<file path="src/rtl/dxt_pkg.sv">
package dxt_pkg;

  // format register codes
  localparam logic [1:0] FMT_DXT1 = 2'd0;
  localparam logic [1:0] FMT_DXT3 = 2'd1;
  localparam logic [1:0] FMT_DXT5 = 2'd2;

  localparam logic [1:0] LAST_ROW = 2'd3;
  localparam logic [1:0] TRANSP_IDX = 2'd3;

  typedef struct packed {
    logic [63:0] alpha_bits;
    logic [63:0] color_bits;
  } in_word_t;

  typedef struct packed {
    logic [31:0] texel_0;
    logic [31:0] texel_1;
    logic [31:0] texel_2;
    logic [31:0] texel_3;
    logic [1:0]  row;
    logic        last;
  } out_word_t;

  typedef struct packed {
    logic [7:0] r;
    logic [7:0] g;
    logic [7:0] b;
  } rgb_t;

  typedef struct packed {
    logic [9:0] r;
    logic [9:0] g;
    logic [9:0] b;
  } rgb10_t;

  // unpacked endpoints and weighted sums, ahead of the dividers
  typedef struct packed {
    logic [1:0]        fmt;
    logic              four;
    rgb_t              c0;
    rgb_t              c1;
    rgb_t              half;
    rgb10_t            s2;     // 2*c0 + c1
    rgb10_t            s3;     // c0 + 2*c1
    logic              a_gt;
    logic [7:0]        a0;
    logic [7:0]        a1;
    logic [5:0][10:0]  w7;
    logic [3:0][10:0]  w5;
    logic [63:0]       abits;
    logic [31:0]       idx;
  } unp_t;

  // decoded palette and alpha ramp for one block
  typedef struct packed {
    logic [1:0]       fmt;
    logic             punch;   // three-color mode, index 3 is transparent black
    rgb_t [3:0]       pal;
    logic [7:0][7:0]  ramp;
    logic [63:0]      abits;
    logic [31:0]      idx;
  } blk_t;

  function automatic logic [7:0] expand5(input logic [4:0] v);
    return {v, v[4:2]};
  endfunction

  function automatic logic [7:0] expand6(input logic [5:0] v);
    return {v, v[5:4]};
  endfunction

  // x / 3 for x <= 765: x * 683 >> 11
  function automatic logic [7:0] div3(input logic [9:0] x);
    logic [20:0] p;
    p = {11'd0, x} * 21'd683;
    return p[18:11];
  endfunction

  // x / 5 for x <= 1275: x * 1639 >> 13
  function automatic logic [7:0] div5(input logic [10:0] x);
    logic [21:0] p;
    p = {11'd0, x} * 22'd1639;
    return p[20:13];
  endfunction

  // x / 7 for x <= 1785: x * 2341 >> 14
  function automatic logic [7:0] div7(input logic [10:0] x);
    logic [22:0] p;
    p = {12'd0, x} * 23'd2341;
    return p[21:14];
  endfunction

endpackage

</file>
<file path="src/rtl/dxt_block_decoder_core.sv">
// Row 0 of a block reaches out_data through the unpack, interp, block-hold and output
// registers; rows 1..3 follow on the next cycles when out_ready stays high. The row
// serializer sends one row of four texels per cycle while out_ready is high and takes
// a new block as the last row loads; stages A and B take a word per cycle unless held.
// Reset (rst, synchronous): format returns to DXT1, all stages empty, row counter 0.
module dxt_block_decoder_core (
  input  logic               clk,
  input  logic               rst,
  input  logic               cfg_we,
  input  logic [1:0]         cfg_data,
  input  logic               in_valid,
  output logic               in_ready,
  input  dxt_pkg::in_word_t  in_data,
  output logic               out_valid,
  input  logic               out_ready,
  output dxt_pkg::out_word_t out_data
);
  import dxt_pkg::*;

  // format register: DXT1, DXT3 or DXT5; code 3 decodes as DXT1
  logic [1:0] format;

  // stage A -> B: unpacked endpoints, sums for the palette and alpha ramp
  logic  a_valid;
  logic  a_ready;
  unp_t  a_data;

  // stage B -> serializer: palette, ramp and index bits of one block
  logic  b_valid;
  logic  b_ready;
  blk_t  b_data;

  always_ff @(posedge clk) begin
    if (rst) begin
      format <= FMT_DXT1;
    end else if (cfg_we) begin
      format <= cfg_data;
    end
  end

  // Stage A: 565 expansion, endpoint compare, weighted sums.
  // format is sampled with the word, so it travels with the block.
  dxt_unpack u_unpack (
    .clk      (clk),
    .rst      (rst),
    .fmt      (format),
    .in_valid (in_valid),
    .in_ready (in_ready),
    .in_data  (in_data),
    .dn_valid (a_valid),
    .dn_ready (a_ready),
    .dn_data  (a_data)
  );

  // Stage B: divide by 3, 5 and 7 through reciprocal multiplies,
  // build the four-entry palette and the eight-entry alpha ramp.
  dxt_interp u_interp (
    .clk      (clk),
    .rst      (rst),
    .up_valid (a_valid),
    .up_ready (a_ready),
    .up_data  (a_data),
    .dn_valid (b_valid),
    .dn_ready (b_ready),
    .dn_data  (b_data)
  );

  // Stage C: hold the block, pick four texels per row, drive the output
  // register. A new block is taken as the last row is loaded.
  dxt_rowsel u_rowsel (
    .clk       (clk),
    .rst       (rst),
    .up_valid  (b_valid),
    .up_ready  (b_ready),
    .up_data   (b_data),
    .out_valid (out_valid),
    .out_ready (out_ready),
    .out_data  (out_data)
  );

endmodule

</file>
<file path="src/rtl/dxt_unpack.sv">
module dxt_unpack (
  input  logic              clk,
  input  logic              rst,
  input  logic [1:0]        fmt,
  input  logic              in_valid,
  output logic              in_ready,
  input  dxt_pkg::in_word_t in_data,
  output logic              dn_valid,
  input  logic              dn_ready,
  output dxt_pkg::unp_t     dn_data
);
  import dxt_pkg::*;

  logic [15:0] e0;
  logic [15:0] e1;
  logic        dxt1;
  unp_t        unp_next;

  assign e0   = in_data.color_bits[15:0];
  assign e1   = in_data.color_bits[31:16];
  assign dxt1 = (fmt != FMT_DXT3) && (fmt != FMT_DXT5);

  always_comb begin
    logic [8:0] hr, hg, hb;
    unp_next.fmt   = fmt;
    unp_next.four  = !dxt1 || (e0 > e1);
    unp_next.c0    = '{r: expand5(e0[15:11]), g: expand6(e0[10:5]), b: expand5(e0[4:0])};
    unp_next.c1    = '{r: expand5(e1[15:11]), g: expand6(e1[10:5]), b: expand5(e1[4:0])};
    unp_next.s2.r  = {1'b0, unp_next.c0.r, 1'b0} + {2'd0, unp_next.c1.r};
    unp_next.s2.g  = {1'b0, unp_next.c0.g, 1'b0} + {2'd0, unp_next.c1.g};
    unp_next.s2.b  = {1'b0, unp_next.c0.b, 1'b0} + {2'd0, unp_next.c1.b};
    unp_next.s3.r  = {2'd0, unp_next.c0.r} + {1'b0, unp_next.c1.r, 1'b0};
    unp_next.s3.g  = {2'd0, unp_next.c0.g} + {1'b0, unp_next.c1.g, 1'b0};
    unp_next.s3.b  = {2'd0, unp_next.c0.b} + {1'b0, unp_next.c1.b, 1'b0};
    hr = {1'b0, unp_next.c0.r} + {1'b0, unp_next.c1.r};
    hg = {1'b0, unp_next.c0.g} + {1'b0, unp_next.c1.g};
    hb = {1'b0, unp_next.c0.b} + {1'b0, unp_next.c1.b};
    unp_next.half  = '{r: hr[8:1], g: hg[8:1], b: hb[8:1]};
    unp_next.a0    = in_data.alpha_bits[7:0];
    unp_next.a1    = in_data.alpha_bits[15:8];
    unp_next.a_gt  = unp_next.a0 > unp_next.a1;
    for (int k = 1; k <= 6; k++) begin
      unp_next.w7[k-1] = 11'(7 - k) * {3'd0, unp_next.a0} + 11'(k) * {3'd0, unp_next.a1};
    end
    for (int k = 1; k <= 4; k++) begin
      unp_next.w5[k-1] = 11'(5 - k) * {3'd0, unp_next.a0} + 11'(k) * {3'd0, unp_next.a1};
    end
    unp_next.abits = in_data.alpha_bits;
    unp_next.idx   = in_data.color_bits[63:32];
  end

  assign in_ready = !dn_valid || dn_ready;

  always_ff @(posedge clk) begin
    if (rst) begin
      dn_valid <= 1'b0;
    end else if (in_ready) begin
      dn_valid <= in_valid;
    end
  end

  always_ff @(posedge clk) begin
    if (in_valid && in_ready) begin
      dn_data <= unp_next;
    end
  end

endmodule

</file>
<file path="src/rtl/dxt_interp.sv">
module dxt_interp (
  input  logic           clk,
  input  logic           rst,
  input  logic           up_valid,
  output logic           up_ready,
  input  dxt_pkg::unp_t  up_data,
  output logic           dn_valid,
  input  logic           dn_ready,
  output dxt_pkg::blk_t  dn_data
);
  import dxt_pkg::*;

  blk_t blk_next;

  always_comb begin
    rgb_t third2;
    rgb_t third3;
    third2 = '{r: div3(up_data.s2.r), g: div3(up_data.s2.g), b: div3(up_data.s2.b)};
    third3 = '{r: div3(up_data.s3.r), g: div3(up_data.s3.g), b: div3(up_data.s3.b)};
    blk_next.fmt    = up_data.fmt;
    blk_next.punch  = !up_data.four;
    blk_next.pal[0] = up_data.c0;
    blk_next.pal[1] = up_data.c1;
    blk_next.pal[2] = up_data.four ? third2 : up_data.half;
    blk_next.pal[3] = up_data.four ? third3 : '0;
    blk_next.ramp[0] = up_data.a0;
    blk_next.ramp[1] = up_data.a1;
    if (up_data.a_gt) begin
      for (int k = 0; k < 6; k++) begin
        blk_next.ramp[k+2] = div7(up_data.w7[k]);
      end
    end else begin
      for (int k = 0; k < 4; k++) begin
        blk_next.ramp[k+2] = div5(up_data.w5[k]);
      end
      blk_next.ramp[6] = 8'd0;
      blk_next.ramp[7] = 8'd255;
    end
    blk_next.abits = up_data.abits;
    blk_next.idx   = up_data.idx;
  end

  assign up_ready = !dn_valid || dn_ready;

  always_ff @(posedge clk) begin
    if (rst) begin
      dn_valid <= 1'b0;
    end else if (up_ready) begin
      dn_valid <= up_valid;
    end
  end

  always_ff @(posedge clk) begin
    if (up_valid && up_ready) begin
      dn_data <= blk_next;
    end
  end

endmodule

</file>
<file path="src/rtl/dxt_rowsel.sv">
module dxt_rowsel (
  input  logic               clk,
  input  logic               rst,
  input  logic               up_valid,
  output logic               up_ready,
  input  dxt_pkg::blk_t      up_data,
  output logic               out_valid,
  input  logic               out_ready,
  output dxt_pkg::out_word_t out_data
);
  import dxt_pkg::*;

  blk_t        blk;
  logic        blk_valid;
  logic [1:0]  cnt;
  logic        out_load;
  logic [31:0] tex [4];
  out_word_t   row_word;

  assign out_load = blk_valid && (!out_valid || out_ready);
  assign up_ready = !blk_valid || (out_load && cnt == LAST_ROW);

  // one row of four texels from the held block
  always_comb begin
    logic [3:0] ti;
    logic [1:0] ci;
    logic [3:0] nib;
    logic [5:0] apos;
    logic [2:0] sel;
    logic [7:0] alpha;
    for (int j = 0; j < 4; j++) begin
      ti   = {cnt, 2'(j)};
      ci   = blk.idx[{ti, 1'b0} +: 2];
      nib  = blk.abits[{ti, 2'b00} +: 4];
      apos = 6'd16 + {2'd0, ti} + {1'b0, ti, 1'b0};
      sel  = blk.abits[apos +: 3];
      unique case (blk.fmt)
        FMT_DXT3: alpha = {nib, nib};
        FMT_DXT5: alpha = blk.ramp[sel];
        default:  alpha = (blk.punch && ci == TRANSP_IDX) ? 8'd0 : 8'd255;
      endcase
      tex[j] = {alpha, blk.pal[ci]};
    end
    row_word.texel_0 = tex[0];
    row_word.texel_1 = tex[1];
    row_word.texel_2 = tex[2];
    row_word.texel_3 = tex[3];
    row_word.row     = cnt;
    row_word.last    = (cnt == LAST_ROW);
  end

  always_ff @(posedge clk) begin
    if (rst) begin
      blk_valid <= 1'b0;
      cnt       <= 2'd0;
      out_valid <= 1'b0;
    end else begin
      if (up_valid && up_ready) begin
        blk_valid <= 1'b1;
      end else if (out_load && cnt == LAST_ROW) begin
        blk_valid <= 1'b0;
      end
      if (out_load) begin
        cnt       <= cnt + 2'd1;
        out_valid <= 1'b1;
      end else if (out_ready) begin
        out_valid <= 1'b0;
      end
    end
  end

  always_ff @(posedge clk) begin
    if (up_valid && up_ready) begin
      blk <= up_data;
    end
    if (out_load) begin
      out_data <= row_word;
    end
  end

endmodule

</file>
<file path="config.mk">
export PLATFORM = sky130hd
export DESIGN_NAME = dxt_block_decoder_core
export DESIGN_NICKNAME = d
export VERILOG_FILES = /design/src/rtl/dxt_pkg.sv /design/src/rtl/dxt_block_decoder_core.sv /design/src/rtl/dxt_unpack.sv /design/src/rtl/dxt_interp.sv /design/src/rtl/dxt_rowsel.sv
export SDC_FILE = /design/constraint.sdc
export NUM_CORES = 2
export LEC_CHECK = 0
export ABC_AREA = 0
export BUFFER_PORTS_ARGS = -buffer_cell sky130_fd_sc_hd__clkbuf_2
export CAP_MARGIN = 20
export CELL_PAD_IN_SITES_DETAIL_PLACEMENT = 0
export CELL_PAD_IN_SITES_GLOBAL_PLACEMENT = 1
export CORE_UTILIZATION = 57
export CTS_BUF_LIST = sky130_fd_sc_hd__clkbuf_16
export DETAILED_ROUTE_END_ITERATION = 12
export PLACE_DENSITY_LB_ADDON = 0.2
export SLEW_MARGIN = 20
export SYNTH_ARGS = -nofsm -noshare
export SYNTH_HDL_FRONTEND = slang
export SYNTH_SLANG_ARGS = --single-unit
</file>
<file path="constraint.sdc">
create_clock -name clk -period 64.5 [get_ports clk]
set_input_delay 9.675 -clock clk [delete_from_list [all_inputs] [get_ports clk]]
set_output_delay 9.675 -clock clk [all_outputs]
set_load 0.02 [all_outputs]
</file>
==> impl_metrics.csv <==
group,metric,value,unit
run_status,outcome,"completed",
synth,yosys-mux-area-fraction,6.90,%
sta,period_needed,20.69,ns
sta,fmax,48.3,MHz
min_path,hold_start,"u_interp.dn_data[60]$_DFFE_PP_",
sta,finalMaxSlewViolations,0,
cts,cts.htree.levels,3,
drt,wl_per_cell,20.9,µm
grt,track_usage,26.0,%
floorplan,ios,268,
synth,yosys_warnings,0,
floorplan,start_util,57.5,%
cells_and_area,drive_gt1_share,10.5,%
synth,synth_top_family_by_area,"adder cells",
drt,drt_iter0_drc,2802,
drt,wirelength,154000,µm
power_and_ir_drop,vdd_drop_max,115,µV
cts,cts_tree,"yes",
drt,first_pass_iters,6,
grt,grt_antenna_before_repair,13,
cts,clkSinkCount,899,
floorplan,die_h,347,µm
synth,synth_area_leaders,"edfxtp_1, ha_1, fa_1",
cts,post_cts_buffers,0,
synth,synth_xor_area_share,3.65,%
synth,ys_seq_area_share,39.6,%
cts,cts_resized,0,
floorplan,die_area,0.121,mm²
grt,grt_pass1_vias,42000,
synth,synth_ff_type,"edfxtp_1",
placed_design,port_buffers,267,
sta,hold_violations,0,
synth,synth_top_area_share,39.4,%
synth,synthSimpleGateAreaFrac,3.74,%
cells_and_area,syn_to_final_growth,9.41,%
min_path,min_path_type,"flop to flop",
cts,cts_root_buf,"clkbuf_16",
critical_path,rr_startpoint,"u_unpack.dn_data[40]$_DFFE_PP_",
critical_path,worstSetupEndpointType,"output pin",
floorplan,core_area,0.118,mm²
sta,fin_ws,43.81,ns
critical_path,worstSetupStartpoint,"out_ready",
drt,ant_nets,0,
synth,synthDistinctLibCells,79,
critical_path,crit_required,54.83,ns
synth,synth.most_common_cell,"ha_1",
placed_design,hpwlAfterDp,118000,µm
synth,synth_nets,7122,
cts,hold_buffers,0,
sta,worst_pin_slew,1.11,ns
sta,setup_viol,0,
cts,clkTransAtPathRegs,0.06,ns
cts,cts_buffer_depth,3,
sta,rsz0062_at_grt,"false",
drt,drcViolationCount,0,
cts,cts_made_buffers,94,
synth,syn_area,0.0680,mm²
run,cap_violations,0,
synth,synth-seq-cells,899,
critical_path,cp.arrival,11.01,ns
power_and_ir_drop,power_leakage,34.1,nW
floorplan,die_x,347,µm
grt,grt_pass1_wl,240000,µm
synth,synth-edff-count,891,
grt,overflow,0,
critical_path,worst-path-max-fanout,6,
sta,min_period_over_period,32.1,%
synth,synthCells,5439,
floorplan,rows,126,
power_and_ir_drop,power.density,51.5,mW/mm²
grt,grt_max_degree,161,
critical_path,path_class,"input pin to output pin",
sta,slew_headroom,25.9,%
synth,synth_top_area_cell,"edfxtp_1",
cells_and_area,num-nets-final,7426,
synth,syn_area_per_cell,12.5,µm²
placed_design,gp_congestion,0.908,
cts,clk_latency,0.70,ns
synth,synth_compound_area_share,7.16,%
placed_design,pre_cts_slack,43.84,ns
sta,clock_skew,0.0398,ns
synth,synthArstFlopShare,0,%
critical_path,start_kind,"input pin",
drt,vias_per_cell,5.69,
drt,vias,41900,
synth,synth_common_cells,"ha_1, inv_1, edfxtp_1",
sta,tns,0,ns
synth,synth_fa_ha_area_share,32.7,%
==> registers in the layout, summed over array words and instances (netlist names) <==
| register | cells |
|---|---|
| format | 2 |
| u_interp.dn_data | 227 |
| u_interp.dn_valid | 1 |
| u_rowsel.blk | 227 |
| u_rowsel.blk_valid | 1 |
| u_rowsel.cnt | 2 |
| u_rowsel.out_data | 131 |
| u_rowsel.out_valid | 1 |
| u_unpack.dn_data | 306 |
| u_unpack.dn_valid | 1 |
==> report_power, final <==
group	switching [mW]	internal [mW]
clock	0.237	0.339
sequential	0.0535	0.777
combinational	1.40	1.03
==> cells by family (layout without fill, tap and decap cells) <==
| family | Yosys count | after routing |
|---|---|---|
| adders and majority gates | 1548 | 1548 |
| buffers and inverters | 1088 | 1471 |
| DFF | 899 | 899 |
| AOI/OAI and AO/OA | 783 | 783 |
| and+or+nand+nor | 525 | 525 |
| muxes | 313 | 313 |
| xor gates and xnor gates | 283 | 283 |
| other | 0 | 5 |
==> cell usage in the layout (no fill, tap or decap), drive strengths merged, types with 40 or more instances in the layout <==
cell	instances
clkinv	40
nand2	115
xnor2	203
ha	1167
nor2b	69
mux4	117
clkbuf	362
o21ai	103
a211oi	60
a21oi	318
xor2	80
nand3	40
fa	381
o21bai	62
nor2	164
mux2i	159
edfxtp	891
inv	1009
a21o	73
==> metal layers <==
layer  vias up  track usage [%]  share of wire (%)
li1      19900                -                  -
met1     20500             38.5                 47
met2      1244             40.1                 44
met3       210             3.93                6.7
met4         6             6.43                2.2
met5         -                0              0.020
==> stage by stage <==
step / util, % / instances / total power [mW] / hold slack, ns / cell area (µm²)
6_report: 63.0 / 7363 / 3.83 / 0.406 / 74400
5_1_grt: 63.0 / 7361 / 4.24 / 0.417 / 74300
4_1_cts: 63.0 / 7358 / 3.86 / 0.406 / 74300
3_5_place_dp: 60.2 / 7183 / 3.25 / 0.405 / 71000
3_3_place_gp: 60.2 / 7183 / 3.21 / 0.400 / 71000
2_1_floorplan: - / 5439 / 2.62 / 0.400 / 68000
==> worst max-delay path: stages <==
cell      delay, ns
clkbuf_2       0.08
nand2b_1       0.16
a21oi_1        0.68
nand3_1        0.21
clkbuf_2       0.20
==> layout make-up <==
type | instances | area, µm²
Antenna cell | 5 | 12.5
Clock buffer | 95 | 2380
Clock inverter | 80 | 933
Fill cell | 9071 | 43700
Inverter | 994 | 3730
Multi-Input combinational cell | 3452 | 36800
Sequential cell | 899 | 26900
Tap cell | 1536 | 1920
Timing Repair Buffer | 302 | 1610
==> path summary, 6_finish.rpt <==
kind / slack (ns) / end / cells after the start
worst min register to register: 0.41 / u_rowsel.blk[60]$_DFFE_PP_ / 0
worst max-delay path: 43.81 / in_ready / 5
worst min-delay path: 0.41 / u_rowsel.blk[60]$_DFFE_PP_ / 0
worst max register to register: 58.08 / u_interp.dn_data[134]$_DFFE_PP_ / 18
Note: power is estimated with default switching activity, not from simulation.
